$ cat src/design/rrwl_pkg.sv
package rrwl_pkg;

    // default sizes
    localparam int NUM_THREADS_DEF = 16;
    localparam int MAX_DEPTH_DEF   = 255;

    // fixed field widths
    localparam int OPCODE_W = 3;
    localparam int TID_IN_W = 4;
    localparam int STATUS_W = 2;
    localparam int OUT_W    = 8;

    // mode lock count saturates here
    localparam logic [OUT_W-1:0] LOCK_MAX = 8'd255;

    // request codes
    typedef enum logic [OPCODE_W-1:0] {
        OP_GET_READ   = 3'd0,
        OP_GET_WRITE  = 3'd1,
        OP_RELEASE    = 3'd2,
        OP_MODE_LOCK  = 3'd3,
        OP_MODE_UNLK  = 3'd4,
        OP_CLEAR_MOD  = 3'd5,
        OP_QUERY      = 3'd6
    } opcode_t;

    // result codes
    typedef enum logic [STATUS_W-1:0] {
        ST_OK     = 2'd0,
        ST_RETRY  = 2'd1,
        ST_MISUSE = 2'd2
    } status_t;

    // one request
    typedef struct packed {
        logic                release_all;
        logic                upgrade_read_only;
        logic [TID_IN_W-1:0] thread_id;
        logic [OPCODE_W-1:0] opcode;
    } req_t;

    // one result
    typedef struct packed {
        logic [OUT_W-1:0]    lock_count;
        logic                mode_locked;
        logic                was_modified;
        logic                holds_read_write;
        logic                holds_read_only;
        logic [OUT_W-1:0]    depth;
        logic [STATUS_W-1:0] status;
    } rsp_t;

    // global lock state seen from outside the core
    typedef struct packed {
        logic writer_held;
        logic readers_present;
    } lock_state_t;

endpackage

$ cat src/design/rrwl_core.sv
module rrwl_core #(
    parameter int NUM_THREADS = rrwl_pkg::NUM_THREADS_DEF,
    parameter int MAX_DEPTH   = rrwl_pkg::MAX_DEPTH_DEF
) (
    input  logic                  clk,
    input  logic                  rst_n,
    input  logic                  go,
    input  rrwl_pkg::req_t        req,
    input  logic                  control_disabled,
    output rrwl_pkg::rsp_t        rsp,
    output rrwl_pkg::lock_state_t lock_state
);

    localparam int DEPTH_W = $clog2(MAX_DEPTH + 1);
    localparam int TID_W   = (NUM_THREADS > 1) ? $clog2(NUM_THREADS) : 1;
    localparam int RDR_W   = $clog2(NUM_THREADS + 1);
    localparam logic [DEPTH_W-1:0] MAX_D = DEPTH_W'(MAX_DEPTH);

    // per-thread table: depth magnitude, write flag, switch depth
    logic [DEPTH_W-1:0]     mag_reg [NUM_THREADS];
    logic [NUM_THREADS-1:0] wr_reg;
    logic [DEPTH_W-1:0]     sw_reg  [NUM_THREADS];
    logic [NUM_THREADS-1:0] mod_reg;
    logic [RDR_W-1:0]       rdr_reg;
    logic                   wtr_reg;
    logic [rrwl_pkg::OUT_W-1:0] lock_reg;

    logic [DEPTH_W-1:0]     mag_next;
    logic                   wr_next;
    logic [DEPTH_W-1:0]     sw_next;
    logic [NUM_THREADS-1:0] mod_next;
    logic [RDR_W-1:0]       rdr_next;
    logic                   wtr_next;
    logic [rrwl_pkg::OUT_W-1:0] lock_next;

    logic [TID_W+rrwl_pkg::TID_IN_W-1:0] tid_wide;
    logic [TID_W-1:0]       idx;
    logic                   in_range;
    logic [DEPTH_W-1:0]     m;
    logic                   w;
    logic [DEPTH_W-1:0]     sw;
    logic                   ro;
    logic                   rw;
    logic                   at_max;
    logic [DEPTH_W-1:0]     dropped;
    rrwl_pkg::status_t      st;
    logic [DEPTH_W+rrwl_pkg::OUT_W-1:0] mag_wide;

    // entry select
    assign tid_wide = {{TID_W{1'b0}}, req.thread_id};
    assign idx      = tid_wide[TID_W-1:0];
    assign in_range = 32'(req.thread_id) < NUM_THREADS;
    assign m        = mag_reg[idx];
    assign w        = wr_reg[idx];
    assign sw       = sw_reg[idx];
    assign ro       = (m != '0) && !w;
    assign rw       = (m != '0) && w;
    assign at_max   = m >= MAX_D;
    assign dropped  = req.release_all ? '0 : m - 1'b1;

    // request decode and next state
    always_comb
    begin
        st        = rrwl_pkg::ST_OK;
        mag_next  = m;
        wr_next   = w;
        sw_next   = sw;
        mod_next  = mod_reg;
        rdr_next  = rdr_reg;
        wtr_next  = wtr_reg;
        lock_next = lock_reg;
        case (req.opcode)
            rrwl_pkg::OP_GET_READ:
            begin
                if (rw)
                begin
                    if (at_max) st = rrwl_pkg::ST_MISUSE;
                    else mag_next = m + 1'b1;
                end
                else if (wtr_reg) st = rrwl_pkg::ST_RETRY;
                else if (m == '0)
                begin
                    rdr_next = rdr_reg + 1'b1;
                    mag_next = DEPTH_W'(1);
                    wr_next  = 1'b0;
                end
                else if (at_max) st = rrwl_pkg::ST_MISUSE;
                else mag_next = m + 1'b1;
            end
            rrwl_pkg::OP_GET_WRITE:
            begin
                if (ro)
                begin
                    if (!req.upgrade_read_only) st = rrwl_pkg::ST_MISUSE;
                    else if (rdr_reg != RDR_W'(1) || wtr_reg) st = rrwl_pkg::ST_RETRY;
                    else if (at_max) st = rrwl_pkg::ST_MISUSE;
                    else
                    begin
                        sw_next  = m;
                        rdr_next = '0;
                        wtr_next = 1'b1;
                        mag_next = m + 1'b1;
                        wr_next  = 1'b1;
                    end
                end
                else if (rw)
                begin
                    if (at_max) st = rrwl_pkg::ST_MISUSE;
                    else mag_next = m + 1'b1;
                end
                else if (rdr_reg != '0 || wtr_reg) st = rrwl_pkg::ST_RETRY;
                else
                begin
                    wtr_next = 1'b1;
                    mag_next = DEPTH_W'(1);
                    wr_next  = 1'b1;
                end
            end
            rrwl_pkg::OP_RELEASE:
            begin
                if (m == '0) st = rrwl_pkg::ST_MISUSE;
                else if (w)
                begin
                    mag_next = dropped;
                    if (dropped == '0)
                    begin
                        wtr_next = 1'b0;
                        mod_next = '1;
                    end
                    else if (dropped == sw)
                    begin
                        // write levels fall back to read-only at the switch depth
                        wtr_next = 1'b0;
                        mod_next = '1;
                        rdr_next = rdr_reg + 1'b1;
                        wr_next  = 1'b0;
                        sw_next  = '0;
                    end
                end
                else
                begin
                    mag_next = dropped;
                    if (dropped == '0 && rdr_reg != '0) rdr_next = rdr_reg - 1'b1;
                end
                if (mag_next == '0)
                begin
                    sw_next = '0;
                    wr_next = 1'b0;
                end
            end
            rrwl_pkg::OP_MODE_LOCK:
            begin
                if (m == '0) st = rrwl_pkg::ST_MISUSE;
                else if (wtr_reg && !rw) st = rrwl_pkg::ST_RETRY;
                else if (lock_reg >= rrwl_pkg::LOCK_MAX) st = rrwl_pkg::ST_MISUSE;
                else lock_next = lock_reg + 1'b1;
            end
            rrwl_pkg::OP_MODE_UNLK:
            begin
                if (lock_reg == '0) st = rrwl_pkg::ST_MISUSE;
                else lock_next = lock_reg - 1'b1;
            end
            rrwl_pkg::OP_CLEAR_MOD:
            begin
                mod_next[idx] = 1'b0;
            end
            rrwl_pkg::OP_QUERY:
            begin
                st = rrwl_pkg::ST_OK;
            end
            default:
            begin
                st = rrwl_pkg::ST_MISUSE;
            end
        endcase
    end

    // state update, one entry per request
    always_ff @(posedge clk or negedge rst_n)
    begin
        if (!rst_n)
        begin
            for (int i = 0; i < NUM_THREADS; i++)
            begin
                mag_reg[i] <= '0;
                sw_reg[i]  <= '0;
            end
            wr_reg   <= '0;
            mod_reg  <= '0;
            rdr_reg  <= '0;
            wtr_reg  <= 1'b0;
            lock_reg <= '0;
        end
        else if (go && in_range)
        begin
            mag_reg[idx] <= mag_next;
            wr_reg[idx]  <= wr_next;
            sw_reg[idx]  <= sw_next;
            mod_reg      <= mod_next;
            rdr_reg      <= rdr_next;
            wtr_reg      <= wtr_next;
            lock_reg     <= lock_next;
        end
    end

    // result fields
    assign mag_wide = {{rrwl_pkg::OUT_W{1'b0}}, mag_next};

    always_comb
    begin
        rsp.lock_count  = in_range ? lock_next : lock_reg;
        rsp.mode_locked = rsp.lock_count != '0;
        if (in_range)
        begin
            rsp.status           = st;
            rsp.depth            = mag_wide[rrwl_pkg::OUT_W-1:0];
            rsp.holds_read_only  = (mag_next != '0) && !wr_next && !control_disabled;
            rsp.holds_read_write = ((mag_next != '0) && wr_next) || control_disabled;
            rsp.was_modified     = mod_next[idx];
        end
        else
        begin
            rsp.status           = rrwl_pkg::ST_MISUSE;
            rsp.depth            = '0;
            rsp.holds_read_only  = 1'b0;
            rsp.holds_read_write = control_disabled;
            rsp.was_modified     = 1'b0;
        end
    end

    assign lock_state.writer_held     = wtr_reg;
    assign lock_state.readers_present = rdr_reg != '0;

endmodule

$ cat src/design/reentrant_reader_writer_lock_unit.sv
// Reentrant reader/writer lock unit. Each transfer on the s_ side is one request from one
// thread (get read, get read-write with optional upgrade, release one or all levels, mode
// lock and unlock, clear modified, query); each request yields exactly one result on the
// m_ side with a status (done, retry, misuse) and the thread's view of the lock after the
// request. Requests that would block in software come back as retry with no state change.
// The unit takes one request every cycle while the m_ side is not stalled. A request is held
// in the input register while the thread table is read, updated and written back; its result
// is then registered in the result register and offered on the m_ side. A stalled m_ side
// holds the result and backs up through the input register. The control_disabled register
// resets to 1; the user must write it through cfg_valid/cfg_data only while no request is
// in flight, and the block itself does not enforce this.
module reentrant_reader_writer_lock_unit #(
    parameter int NUM_THREADS = rrwl_pkg::NUM_THREADS_DEF,
    parameter int MAX_DEPTH   = rrwl_pkg::MAX_DEPTH_DEF
) (
    input  logic        clk,
    input  logic        rst_n,
    input  logic        s_tvalid,
    output logic        s_tready,
    // opcode[2:0], thread_id[6:3], upgrade_read_only[7], release_all[8], zero fill
    input  logic [15:0] s_tdata,
    output logic        m_tvalid,
    input  logic        m_tready,
    // status[1:0], depth[9:2], holds_read_only[10], holds_read_write[11],
    // was_modified[12], mode_locked[13], lock_count[21:14], zero fill
    output logic [23:0] m_tdata,
    input  logic        cfg_valid,
    output logic        cfg_ready,
    input  logic        cfg_data
);

    localparam int REQ_W = $bits(rrwl_pkg::req_t);
    localparam int RSP_W = $bits(rrwl_pkg::rsp_t);

    logic                  in_valid_reg;
    rrwl_pkg::req_t        req_reg;
    logic                  out_valid_reg;
    rrwl_pkg::rsp_t        rsp_reg;
    logic                  ctl_dis_reg;
    logic                  advance;
    logic                  go;
    rrwl_pkg::rsp_t        rsp;
    rrwl_pkg::lock_state_t lock_state;

    // handshake
    assign advance   = !out_valid_reg || m_tready;
    assign go        = in_valid_reg && advance;
    assign s_tready  = !in_valid_reg || advance;
    assign m_tvalid  = out_valid_reg;
    assign m_tdata   = {{(24 - RSP_W){1'b0}}, rsp_reg};
    assign cfg_ready = 1'b1;

    // configuration register
    always_ff @(posedge clk or negedge rst_n)
    begin
        if (!rst_n)
            ctl_dis_reg <= 1'b1;
        else if (cfg_valid)
            ctl_dis_reg <= cfg_data;
    end

    // input register
    always_ff @(posedge clk or negedge rst_n)
    begin
        if (!rst_n)
            in_valid_reg <= 1'b0;
        else if (s_tready)
            in_valid_reg <= s_tvalid;
    end

    always_ff @(posedge clk)
    begin
        if (s_tready && s_tvalid)
            req_reg <= s_tdata[REQ_W-1:0];
    end

    // lock table and request logic
    rrwl_core #(
        .NUM_THREADS(NUM_THREADS),
        .MAX_DEPTH  (MAX_DEPTH)
    ) u_core (
        .clk             (clk),
        .rst_n           (rst_n),
        .go              (go),
        .req             (req_reg),
        .control_disabled(ctl_dis_reg),
        .rsp             (rsp),
        .lock_state      (lock_state)
    );

    // result register
    always_ff @(posedge clk or negedge rst_n)
    begin
        if (!rst_n)
            out_valid_reg <= 1'b0;
        else if (advance)
            out_valid_reg <= in_valid_reg;
    end

    always_ff @(posedge clk)
    begin
        if (go)
            rsp_reg <= rsp;
    end

    // a writer never coexists with readers
    assert property (@(posedge clk) disable iff (!rst_n)
        !(lock_state.writer_held && lock_state.readers_present))
        else $error("writer held while readers present");

    // mode lock flag agrees with the count
    assert property (@(posedge clk) disable iff (!rst_n)
        m_tvalid |-> (rsp_reg.mode_locked == (rsp_reg.lock_count != '0)))
        else $error("mode_locked disagrees with lock_count");

    // read-only and read-write are never reported together
    assert property (@(posedge clk) disable iff (!rst_n)
        m_tvalid |-> !(rsp_reg.holds_read_only && rsp_reg.holds_read_write))
        else $error("both read-only and read-write reported");

endmodule

$ cat config.mk
export PLATFORM = sky130hd
export DESIGN_NAME = reentrant_reader_writer_lock_unit
export DESIGN_NICKNAME = d
export VERILOG_FILES = /design/src/design/rrwl_pkg.sv /design/src/design/rrwl_core.sv /design/src/design/reentrant_reader_writer_lock_unit.sv
export SDC_FILE = /design/constraint.sdc
export NUM_CORES = 1
export LEC_CHECK = 0
export BUFFER_PORTS_ARGS = -buffer_cell sky130_fd_sc_hd__buf_2
export CAP_MARGIN = 10
export CORE_ASPECT_RATIO = 2
export CORE_MARGIN = 2
export CORE_UTILIZATION = 35
export CTS_CLUSTER_SIZE = 14
export DETAILED_ROUTE_END_ITERATION = 12
export GPL_TIMING_DRIVEN = 0
export SYNTH_ARGS = -nofsm -noshare
export SYNTH_HDL_FRONTEND = slang
export SYNTH_SLANG_ARGS = --single-unit
export TNS_END_PERCENT = 10
$ cat constraint.sdc
create_clock -name clk -period 9.25 [get_ports clk]
set_input_delay 1.3875 -clock clk [delete_from_list [all_inputs] [get_ports clk]]
set_output_delay 1.3875 -clock clk [all_outputs]
set_load 0.01 [all_outputs]
==> results.cfg <==
[status]
outcome = finished, final reports clean

[timing]
setup_viol = 0
timing.final.crit_share_pct = 75.24
timing.setup.tns_ns = 0
slew_violations = 0
fin_skew_ns = 0.02620
rsz0062_at_grt = false
slew_headroom_pct = 8.836
clock.fmax_mhz = 143.7
finalHoldViolCount = 0
timing.final.ws_setup_ns = 2.290
layout_min_cycle_time_ns = 6.960
tightest_slew_ns = 1.367

[placed_design]
dp_cells = 2494
portBuffers = 38
dp_slack_ns = 2.449
gp_congestion = 0.9895
dp_hpwl_mm = 48.08

[clocking]
hold_buffers = 0
numCtsBuffers = 30
clock_latency_ns = 0.61
cts_tree = built
clkTransAtPathRegs_ns = 0.07
ctsHtreeMaxLevel = 1
cts_resized = 0
clk_path_buf_depth = 3
cts_setup_buffers = 0
clock-root-buffer = clkbuf_16
clock_sinks = 336

[floorplan]
core_area_sq_um = 49780
die_h_um = 320.4
die_area_sq_um = 51970
io_pins = 49
rows = 116
start_util_pct = 35.19
die_w_um = 162.2

[cells_and_area]
antenna_cells = 0
areaGrowthSynthToFinish_pct = 12.10
final_nets = 1908
fin_cells = 2544
drive_gt1_share_pct = 13.77

[worst_setup_path]
crit_arrival_ns = 7.39
r2r_end = u_core.sw_reg[88]
crit_path_end_kind = flip-flop
path_class = flip-flop to flip-flop
cp_max_fo = 10
r2r_setup_slack_ns = 2.29
reg2reg_from = req_reg[4]
rr_worst_depth = 21
cp.required_ns = 9.68
worstSetupStartpointType = flip-flop

[synth]
synth-edff-count = 31
syn-cell-area_sq_um = 17520
ys_warn_count = 0
synth_top_cell_area_share_pct = 43.42
async_flop_share_pct = 90.77
syn-mean-instance-area_sq_um = 9.722
ys_types = 83
ys_seq_elements = 336
yosysSeqAreaShare_pct = 48.89
synth-main-ff-cell = dfrtp_1
postSynthCellCount = 1802
yosysTopAreaCell = dfrtp_1
netlist_top_cells_area = dfrtp_1 43%, mux4_2 9.0%, nand2_1 8.0%, a21oi_1 6.5%, edfxtp_1 5.3%

[routing]
detail_route.wl_per_cell_um = 24.84
drtPass1Iterations = 6
drc = 0
via_count = 15030
avgViaCountPerCell = 5.906
routed_wl_mm = 63.19
drtIter0Drc = 1355
antenna_left = 0

[power_and_ir_drop]
p_seq_share_pct = 44.3
p_per_area_nw_per_um2 = 200.7
fin_total_pwr_w = 0.003942
p_clk_share_pct = 33.8
max-vdd-ir-drop_v = 0.0001327
p_sw_w = 0.001239
leakagePower_nw = 8.629
swShare_pct = 31.43
combPwrFrac_pct = 21.9
power.internal_w = 0.002703

[global_route]
antenna_found_initial = 0
grt_max_degree = 126
grt_pass1_vias = 15510
grt_pass1_wl_mm = 94.92
grt.total_usage_pct = 24.44
gr-total-overflow = 0

[min_path]
min_from = u_core.mag_reg[47]
hold_path_end = u_core.mag_reg[47]
min_path_cells = 2
min_path_type = flip-flop to flip-flop

[flow_run]
max_cap_violations = 0
[kinds of logic after synthesis]
kind of cell	share of synthesized area, %
mux	13.83
flops	48.89
fa+ha+maj	0.6428
other cells	0.04287
simple gates	16.44
xor+xnor	0.6285
buf+inv	4.114
compound gates	15.41
[cell usage after synthesis, types with 6 or more instances]
master	n
xnor2_1	9
nand4_1	10
clkbuf_1	99
ha_1	9
nor2_1	166
o31ai_1	9
buf_1	7
and2_1	8
nor4_1	7
nand3b_1	7
dfrtp_1	304
o21ai_0	128
mux2i_1	34
nor3_1	18
and3_1	7
a21oi_1	227
o211ai_1	9
buf_4	9
mux2_2	45
nor2b_1	6
edfxtp_1	31
buf_2	21
nand3_1	19
a221oi_1	6
buf_6	8
a31oi_1	7
a22oi_1	17
nand2_1	374
nand2b_1	11
inv_1	15
or3_1	7
mux4_2	70
[layout by cell type, fill, tap and decap left out, types with 7 or more instances in the layout]
cell       count
mux2_2        45
clkbuf_16     32
and2_1         8
and3_1         7
xnor2_1        9
inv_1         15
buf_1          7
edfxtp_1      31
nor3_1        18
dfrtp_1      304
nand2b_1      11
nand3_1       19
nand4_1       10
o31ai_1        8
o21ai_0      128
o211ai_1       9
mux2i_1       34
buf_6          8
nand2_1      374
nor4_1         7
ha_1           9
buf_4         10
a31oi_1        7
a21oi_1      227
nand3b_1       7
clkbuf_1     106
buf_2         58
mux4_2        70
a22oi_1       17
nor2_1       166
or3_1          7
[critical path, stage by stage (launching register included)]
cell	delay (ns)
edfxtp_1	0.32
buf_4	0.24
buf_6	0.23
buf_6	0.21
buf_2	0.42
mux2i_1	0.39
a22oi_1	0.18
a21boi_1	0.30
nor2_1	0.24
inv_1	0.16
ha_1	0.35
nand2_1	0.09
a21oi_1	0.22
a22oi_2	0.20
o31ai_1	0.97
nor3_2	0.21
nand2_1	0.37
mux2i_1	0.80
clkbuf_1	0.54
nor2_1	0.09
a21oi_1	0.15
a21oi_1	0.06
[power by group through the flow]
stage / Sequential [W] / Combinational (W) / Clock [W]
2_1_floorplan: 0.00175 / 0.000554 / 0
3_3_place_gp: 0.00176 / 0.000825 / 0
3_5_place_dp: 0.00177 / 0.000845 / 0
4_1_cts: 0.00174 / 0.000848 / 0.00135
5_1_grt: 0.00176 / 0.000938 / 0.00140
6_report: 0.00175 / 0.000862 / 0.00133
[per-layer routing]
layer	track usage, %	routed length (um)	part of all wire (%)
met5	0	0	0
met4	22.34	6710	11
met1	23.68	20070	32
met2	44.56	33340	53
met3	2.754	3061	4.8
[through the flow]
stage / util, % / instance area (sq um) / hold WS (ns)
finish: 39.45 / 19640 / 0.4750
global route: 39.45 / 19640 / 0.4960
CTS: 39.45 / 19640 / 0.4771
detailed placement: 37.43 / 18630 / 0.4609
global placement: 37.21 / 18530 / 0.4545
floorplan: - / 17520 / 0.4405
[layout make-up]
type / count / area (sq um)
Fill cell: 4879 / 30140
Sequential cell: 336 / 8564
Clock inverter: 7 / 135.1
Inverter: 16 / 60.06
Buffer: 144 / 661.9
Clock buffer: 43 / 872.1
Timing Repair Buffer: 42 / 290.3
Tap cell: 649 / 812.0
Multi-Input combinational cell: 1307 / 8243
[worst max path at each step]
stage,start,end,depth (start not counted)
finish,req_reg[4],u_core.sw_reg[88],21
global route,req_reg[4],u_core.sw_reg[105],21
CTS,req_reg[4],u_core.sw_reg[88],21
detailed placement,req_reg[4],u_core.sw_reg[88],21
global placement,rst_n,u_core.mag_reg[70],1
floorplan,req_reg[6],m_tdata[11],19
Power figures use the tool's default switching activity.
